==> src/hw/rtl/assert_macros.svh <==
`ifndef ASSERT_MACROS_SVH
`define ASSERT_MACROS_SVH

// Property checked on every rising edge, off while in reset.
`define ASSERT_CLK(name, clk, rst_n, prop, msg) \
    name: assert property (@(posedge clk) disable iff (!rst_n) prop) else $error(msg);

// Condition that must never be seen on a rising edge.
`define ASSERT_NEVER(name, clk, rst_n, cond, msg) \
    name: assert property (@(posedge clk) disable iff (!rst_n) !(cond)) else $error(msg);

`endif

==> src/hw/rtl/mite_pkg.sv <==
package mite_pkg;

    localparam int MEM_BYTES_DEFAULT = 4096;
    localparam int NUM_REGS          = 32;
    localparam int REG_ADDR_W        = 5;
    localparam int WORD_W            = 32;
    localparam int WORD_BYTES        = 4;

    typedef enum logic [2:0] {
        MODE_ADDI = 3'd0,
        MODE_ANDI = 3'd1,
        MODE_LW   = 3'd2,
        MODE_SW   = 3'd3,
        MODE_BEQ  = 3'd4,
        MODE_BNE  = 3'd5
    } mode_t;

    typedef enum logic [1:0] {
        STATUS_OK         = 2'd0,
        STATUS_MISALIGNED = 2'd1,
        STATUS_RANGE      = 2'd2
    } status_t;

    typedef struct packed {
        logic [2:0]        mode;
        logic [WORD_W-1:0] instruction_word;
        logic [WORD_W-1:0] current_pc;
    } cmd_t;

    typedef struct packed {
        logic                  write_enable;
        logic [REG_ADDR_W-1:0] write_register;
        logic [WORD_W-1:0]     write_value;
        logic                  branch_taken;
        logic [WORD_W-1:0]     branch_target;
        logic [1:0]            status;
    } rsp_t;

    // Result of the execute pass, held until the request leaves.
    typedef struct packed {
        logic                  we;
        logic [REG_ADDR_W-1:0] wreg;
        logic [WORD_W-1:0]     value;
        logic                  is_load;
        logic                  taken;
        logic [WORD_W-1:0]     target;
        status_t               status;
    } exec_t;

    typedef struct packed {
        logic rd;
        logic wr;
    } mem_op_t;

    typedef struct packed {
        logic                  en;
        logic [REG_ADDR_W-1:0] addr;
        logic [WORD_W-1:0]     data;
    } rf_wr_t;

    function automatic logic [WORD_W-1:0] sext16(input logic [15:0] imm);
        return {{16{imm[15]}}, imm};
    endfunction

endpackage

==> src/hw/rtl/mite_exec.sv <==
module mite_exec #(
    parameter int MEM_BYTES = mite_pkg::MEM_BYTES_DEFAULT,
    parameter int ADDR_W    = $clog2((MEM_BYTES + 3) / 4) + 2
) (
    input  logic                        fire,
    input  mite_pkg::cmd_t              req,
    input  logic [mite_pkg::WORD_W-1:0] rs_data,
    input  logic [mite_pkg::WORD_W-1:0] rt_data,
    output mite_pkg::exec_t             res,
    output mite_pkg::mem_op_t           mem_op,
    output logic [ADDR_W-1:0]           mem_addr,
    output logic [mite_pkg::WORD_W-1:0] mem_wdata
);
    import mite_pkg::*;

    localparam logic [WORD_W-1:0] ADDR_LIMIT = WORD_W'(MEM_BYTES - WORD_BYTES);

    logic [REG_ADDR_W-1:0] rt;
    logic [15:0]           imm;
    logic [WORD_W-1:0]     simm;
    logic [WORD_W-1:0]     addr;
    logic                  out_of_range;
    status_t               mem_status;

    always_comb
    begin
        rt           = req.instruction_word[20:16];
        imm          = req.instruction_word[15:0];
        simm         = sext16(imm);
        addr         = rs_data + simm;
        out_of_range = addr > ADDR_LIMIT;
        if (out_of_range)
        begin
            mem_status = STATUS_RANGE;
        end
        else if (addr[1:0] != 2'b00)
        begin
            mem_status = STATUS_MISALIGNED;
        end
        else
        begin
            mem_status = STATUS_OK;
        end
    end

    always_comb
    begin
        res        = '0;
        res.status = STATUS_OK;
        mem_op     = '0;
        mem_addr   = addr[ADDR_W-1:0];
        mem_wdata  = rt_data;

        case (mode_t'(req.mode))
            MODE_ADDI:
            begin
                res.we    = 1'b1;
                res.value = rs_data + simm;
            end
            MODE_ANDI:
            begin
                res.we    = 1'b1;
                res.value = rs_data & {16'h0000, imm};
            end
            MODE_LW:
            begin
                res.status  = mem_status;
                res.we      = !out_of_range;
                res.is_load = !out_of_range;
                mem_op.rd   = fire && !out_of_range;
            end
            MODE_SW:
            begin
                res.status = mem_status;
                mem_op.wr  = fire && !out_of_range;
            end
            MODE_BEQ:
            begin
                res.target = req.current_pc + WORD_W'(WORD_BYTES) + {simm[29:0], 2'b00};
                res.taken  = (rs_data == rt_data);
            end
            MODE_BNE:
            begin
                res.target = req.current_pc + WORD_W'(WORD_BYTES) + {simm[29:0], 2'b00};
                res.taken  = (rs_data != rt_data);
            end
            default:
            begin
            end
        endcase

        // r0 is never written
        if (res.we && rt != '0)
        begin
            res.wreg = rt;
        end
        else
        begin
            res.we      = 1'b0;
            res.wreg    = '0;
            res.value   = '0;
            res.is_load = 1'b0;
        end
    end

endmodule

==> config.mk <==
export PLATFORM = sky130hd
export DESIGN_NAME = mite_exec
export DESIGN_NICKNAME = d
export VERILOG_FILES = /design/src/hw/rtl/assert_macros.svh /design/src/hw/rtl/mite_pkg.sv /design/src/hw/rtl/mite_exec.sv
export SDC_FILE = /design/constraint.sdc
export NUM_CORES = 1
export LEC_CHECK = 0
export BUFFER_PORTS_ARGS = -buffer_cell sky130_fd_sc_hd__buf_4
export CORE_MARGIN = 2
export CORE_UTILIZATION = 25
export DETAILED_ROUTE_END_ITERATION = 16
export GPL_TIMING_DRIVEN = 0
export PLACE_DENSITY = 0.59
export SYNTH_ARGS = -nofsm -noshare
export SYNTH_HDL_FRONTEND = slang
export SYNTH_SLANG_ARGS = --single-unit
==> constraint.sdc <==
create_clock -name vclk -period 5.8
set_input_delay 1.74 -clock vclk [all_inputs]
set_output_delay 1.74 -clock vclk [all_outputs]
set_load 0.005 [all_outputs]
==> impl_metrics.json, run 1 <==
{
  "grt_overflow": 0,
  "coreArea_um2": 20800,
  "worstMarginPinSlew_ns": 1.02,
  "critical-path-top-delay-family": "simple AND/OR/NAND/NOR gates",
  "synth_mux_area_share_pct": 1.33,
  "critPathBufInv": 2,
  "first_pass_iters": 5,
  "grt_usage_pct": 20.6,
  "nNetsFinal": 1270,
  "leakagePower_nw": 4.30,
  "place_inst": 1263,
  "p_comb_share_pct": 100.0,
  "cpPeakStageDelay_ns": 0.50,
  "cp-end-kind": "output pin",
  "dieArea_um2": 22200,
  "synth_area_leaders": "ha_1 (21%), xor2_1 (7.5%), nor2_1 (5.2%), a21oi_1 (5.1%), buf_4 (4.7%)",
  "netSwitchingFraction_pct": 50.8,
  "critPathArrivalTime_ns": 4.62,
  "seq_power_share_pct": 0,
  "clkPwrFrac_pct": 0,
  "synth_fp_nets": 969,
  "start_kind": "input port",
  "wire_per_inst_um": 19.0,
  "stdcell_count": 1321,
  "syn_area_per_cell_um2": 7.05,
  "grt_setup_unrepaired": "yes",
  "worst-path-max-fanout": 16,
  "synthesis.instances": 747,
  "setup_slack_ns": -0.561,
  "vias": 7003,
  "port_buffers": 241,
  "maxCapViolations": 0,
  "setup_tns_ns": -9.51,
  "seqCellArea_um2": 0,
  "drtIter0Drc": 418,
  "seq_area_frac_synth_pct": 0,
  "peakVddDrop_mv": 0.0383,
  "hold_viol": 0,
  "yosysTopAreaCellShare_pct": 20.9,
  "area_growth_syn_to_layout_pct": 81.2,
  "crit_required_ns": 4.06,
  "fin_crit_sh_pct": 110,
  "drc": 0,
  "grt_pass1_vias": 6709,
  "setup_viol": 34,
  "clock.fmax_mhz": 157,
  "synth_top_family_by_area": "compound AO/OA/AOI/OAI gates",
  "synth.cell_area_um2": 5270,
  "min_period_ns": 6.36,
  "grt_pass1_wl_mm": 36.7,
  "pin_count": 252,
  "synth-xor-area-share_pct": 10.6,
  "p_int_uw": 541,
  "wirelength_mm": 25.1,
  "layout-drive-gt1-share_pct": 51.7,
  "synth_compound_area_share_pct": 30.4,
  "min_path_type": "in2out",
  "yosys.cell_types.count": 72,
  "crit_start": "req[47]",
  "grt_start_max_net_pins": 17,
  "powerDensity_nw_per_um2": 115,
  "die_w_um": 149,
  "std_cell_rows": 53,
  "die_h_um": 149,
  "slew_viol_final": 0,
  "clkbuf_count": 0,
  "antenna_found_initial": 0,
  "ant_nets": 0,
  "viasPerCell": 5.30,
  "place.gp.congestion": 0.911,
  "n_sequential_cell": 0,
  "synth_fa_ha_area_share_pct": 21.7,
  "status": "complete, but fails checks",
  "path_class": "in2out",
  "yosys.area.top_type": "ha_1",
  "initial_core_util_pct": 25.3,
  "path_cells": "buf_16 > ha_4 > and4_4 > nand3_2 > or4_4 > a311o_1 > and3_4 > a211oi_2 > and4b_1 > a41oi_4 > nor3b_2 > buf_4",
  "dp_hpwl_mm": 20.1,
  "antenna_cells": 0,
  "slowest_stage": "or4_4",
  "cts-hold-fix-buffers": 0,
  "synth_simple_gate_area_share_pct": 27.3,
  "failed_checks": "setup timing",
  "ys_warn_count": 0,
  "p_switching_uw": 560,
  "slew_headroom_pct": 31.5,
  "hp-start": "rt_data[0]"
}
## placed cells by master (no fill, tap or decap), types with 6 or more instances in the layout
cell	n
or3_1	8
a21oi_1	28
o21ai_2	15
inv_1	32
o31ai_2	7
xnor2_1	14
o21ai_0	17
o211ai_1	7
o21a_1	12
nor3b_2	6
nand2_2	7
and3_1	9
ha_4	35
a21oi_4	9
o21bai_1	8
ha_2	7
a21o_1	24
buf_6	17
buf_4	311
nor4_1	9
mux2i_1	6
xor2_1	44
nand3_1	13
nand2_1	36
a21oi_2	17
ha_1	46
buf_8	8
a22oi_1	16
clkbuf_1	7
nand4_1	14
nor3_1	18
nor2_1	72
## layout make-up
class	count	area [µm²]
Fill cell	2113	11300
Multi-Input combinational cell	659	6280
Timing Repair Buffer	304	2460
Tap cell	275	344
Buffer	46	323
Inverter	37	139
## through the flow
stage | setup WS (ns) | utilization, % | power (mW) | hold WS (ns) | instance area (µm²)
6_report | -0.561 | 45.8 | 1.10 | 3.75 | 9540
3_5_place_dp | -1.13 | 37.4 | 0.827 | 3.75 | 7780
4_1_cts | -0.532 | 43.4 | 1.01 | 3.75 | 9030
2_1_floorplan | -0.0461 | - | 0.507 | 3.56 | 5620
3_3_place_gp | -1.12 | 37.4 | 0.823 | 3.75 | 7780
5_1_grt | -0.621 | 45.8 | 1.18 | 3.76 | 9540
## synthesized netlist by cell type, drive strengths merged, types with 7 or more instances
cell      n
clkbuf   12
a21o     24
o21bai    8
nor4     12
nand3    15
nor2     73
mux2i     7
a2111oi   7
nor3     25
nor4b     7
and3     12
nor3b     8
ha       88
or3      13
nand2    44
xnor2    19
a22oi    17
xor2     45
o21ai    38
o31ai    11
buf      39
nand4    14
inv      37
a21oi    54
o21a     14
o211ai    7
## cells by family after synthesis
logic type,Yosys count
AND/OR/NAND/NOR,266
AO/OA/AOI/OAI,232
adder cells (fa/ha/maj),90
buffers and inverters,88
XOR/XNOR,64
multiplexers,7
## path summary, 6_finish.rpt
path	to	slack (ns)	cells after the start
max	res[68]	-0.56	12
min	mem_wdata[0]	3.75	3
## timing repair
item,4_1_cts,5_1_grt
gates resized for setup,192,66
setup buffers,46,21
pin swaps,71,62
endpoints found under the hold margin,0,0
setup endpoints to repair,48,52
cloned,1,0
## metal layers
metal | GRT usage, % | part of all wire [%]
met5 | 0 | 0
met4 | 1.43 | 1.0
met3 | 2.29 | 7.2
met2 | 35.0 | 46
met1 | 29.3 | 45
## power by group through the flow
stage	logic [mW]	registers (mW)	clock network, mW
2_1_floorplan	0.507	0	0
3_3_place_gp	0.823	0	0
3_5_place_dp	0.827	0	0
4_1_cts	1.01	0	0
5_1_grt	1.18	0	0
6_report	1.10	0	0
(Power assumes the default switching activity.)
==> run 2, diff against run 1 <==
--- a/config.mk
+++ b/config.mk
@@ -6,7 +6,7 @@
 export NUM_CORES = 1
 export LEC_CHECK = 0
 export BUFFER_PORTS_ARGS = -buffer_cell sky130_fd_sc_hd__buf_4
-export CORE_MARGIN = 2
+export CORE_MARGIN = 5
 export CORE_UTILIZATION = 25
 export DETAILED_ROUTE_END_ITERATION = 16
 export GPL_TIMING_DRIVEN = 0
@@ -14,3 +14,4 @@
 export SYNTH_ARGS = -nofsm -noshare
 export SYNTH_HDL_FRONTEND = slang
 export SYNTH_SLANG_ARGS = --single-unit
+export TNS_END_PERCENT = 30
==> impl_metrics.json, run 2 (synthesized netlist as in run 1, its figures left out) <==
{
  "antenna_found_initial": 0,
  "min_path_type": "in2out",
  "initial_core_util_pct": 25.2,
  "worst-path-max-fanout": 16,
  "netSwitchingFraction_pct": 51.3,
  "grt_start_max_net_pins": 17,
  "p_comb_share_pct": 100.0,
  "vias": 7090,
  "layout_common_cells": "buf_4 (302), nor2_1 (72), ha_1 (50)",
  "die_w_um": 155,
  "crit_start": "req[47]",
  "grt_pass1_wl_mm": 38.2,
  "port_buffers": 241,
  "wirelength_mm": 25.8,
  "n_sequential_cell": 0,
  "crit_required_ns": 4.06,
  "viasPerCell": 5.41,
  "cts-hold-fix-buffers": 0,
  "clock.fmax_mhz": 158,
  "setup_tns_ns": -7.90,
  "nNetsFinal": 1259,
  "place_area_um2": 7770,
  "layout_commonest_cell": "buf_4",
  "start_kind": "input port",
  "setup_viol": 27,
  "status": "complete, but fails checks",
  "clkPwrFrac_pct": 0,
  "min_period_ns": 6.33,
  "powerDensity_nw_per_um2": 115,
  "first_pass_iters": 5,
  "peakVddDrop_mv": 0.0416,
  "leakagePower_nw": 4.18,
  "critPathCapture": "res[73]",
  "worstMarginPinSlew_ns": 0.932,
  "die_h_um": 155,
  "coreArea_um2": 20900,
  "slew_viol_final": 0,
  "slew_headroom_pct": 37.3,
  "fin_crit_sh_pct": 109,
  "setup_slack_ns": -0.528,
  "whs_ns": 3.75,
  "maxCapViolations": 0,
  "seq_power_share_pct": 0,
  "dieArea_um2": 24100,
  "drc": 0,
  "std_cell_rows": 53,
  "grt_pass1_vias": 6836,
  "pin_count": 252,
  "grt_setup_unrepaired": "yes",
  "failed_checks": "setup timing",
  "wire_per_inst_um": 19.7,
  "place.gp.congestion": 0.928,
  "fin_area_um2": 9300,
  "drtIter0Drc": 455,
  "p_switching_uw": 547,
  "ant_nets": 0,
  "clkbuf_count": 0,
  "path_class": "in2out",
  "dp_hpwl_mm": 20.7,
  "grt_usage_pct": 19.5,
  "holdPathStages": 3,
  "area_growth_syn_to_layout_pct": 76.5,
  "cp-end-kind": "output pin",
  "antenna_cells": 0,
  "p_int_uw": 518,
  "critPathArrivalTime_ns": 4.59,
  "grt_overflow": 0,
  "dp_slack_ns": -1.17,
  "seqCellArea_um2": 0,
  "hold_viol": 0,
  "layout-drive-gt1-share_pct": 48.6
}
-- run 2: power groups by stage --
stage                     clock network, mW  logic [mW]  registers [mW]
after floorplan                           0       0.506               0
after global placement                    0       0.822               0
after detailed placement                  0       0.826               0
after CTS                                 0       0.990               0
after global routing                      0        1.15               0
final                                     0        1.06               0
-- run 2: area by class of cell --
class	count	area, µm²
Fill cell	2120	11600
Tap cell	275	344
Buffer	44	310
Inverter	37	141
Multi-Input combinational cell	659	6120
Timing Repair Buffer	295	2380
-- run 2: stage by stage --
stage,cells,util [%],total power [mW]
after floorplan,747,-,0.506
after global placement,1263,37.2,0.822
after detailed placement,1263,37.2,0.826
final,1310,44.5,1.06
after global routing,1310,44.5,1.15
after CTS,1291,42.6,0.990
-- run 2: worst min-delay path by stage --
stage / start / to / slack [ns]
after global placement: rt_data[0] / mem_wdata[0] / 3.75
after detailed placement: rt_data[0] / mem_wdata[0] / 3.75
after CTS: rt_data[0] / mem_wdata[0] / 3.75
after global routing: rt_data[0] / mem_wdata[0] / 3.75
final: rt_data[7] / mem_wdata[7] / 3.75
after floorplan: rt_data[0] / mem_wdata[0] / 3.56
-- run 2: worst max-delay path: stages --
cell and delay (ns):
buf_16 0.14, ha_1 0.44, inv_1 0.19, a221oi_1 0.29, a21o_1 0.25, mux2i_1 0.26
o41ai_2 0.13, o21ai_2 0.25, and4b_1 0.26, a41oi_4 0.36, nor2_1 0.09, buf_4 0.16
-- run 2: what timing repair did --
| item | in CTS | in global routing |
|---|---|---|
| pin swaps | 75 | 45 |
| buffers inserted | 33 | 21 |
| gates resized for setup | 171 | 48 |
| gates cloned | 1 | 0 |
| endpoints found under the setup margin | 47 | 51 |
-- run 2: routing by layer --
| metal | global-route usage, % | part of all wire [%] |
|---|---|---|
| met1 | 26.6 | 44 |
| met2 | 32.7 | 46 |
| met3 | 4.03 | 8.6 |
| met4 | 2.57 | 1.6 |
| met5 | 0 | 0 |
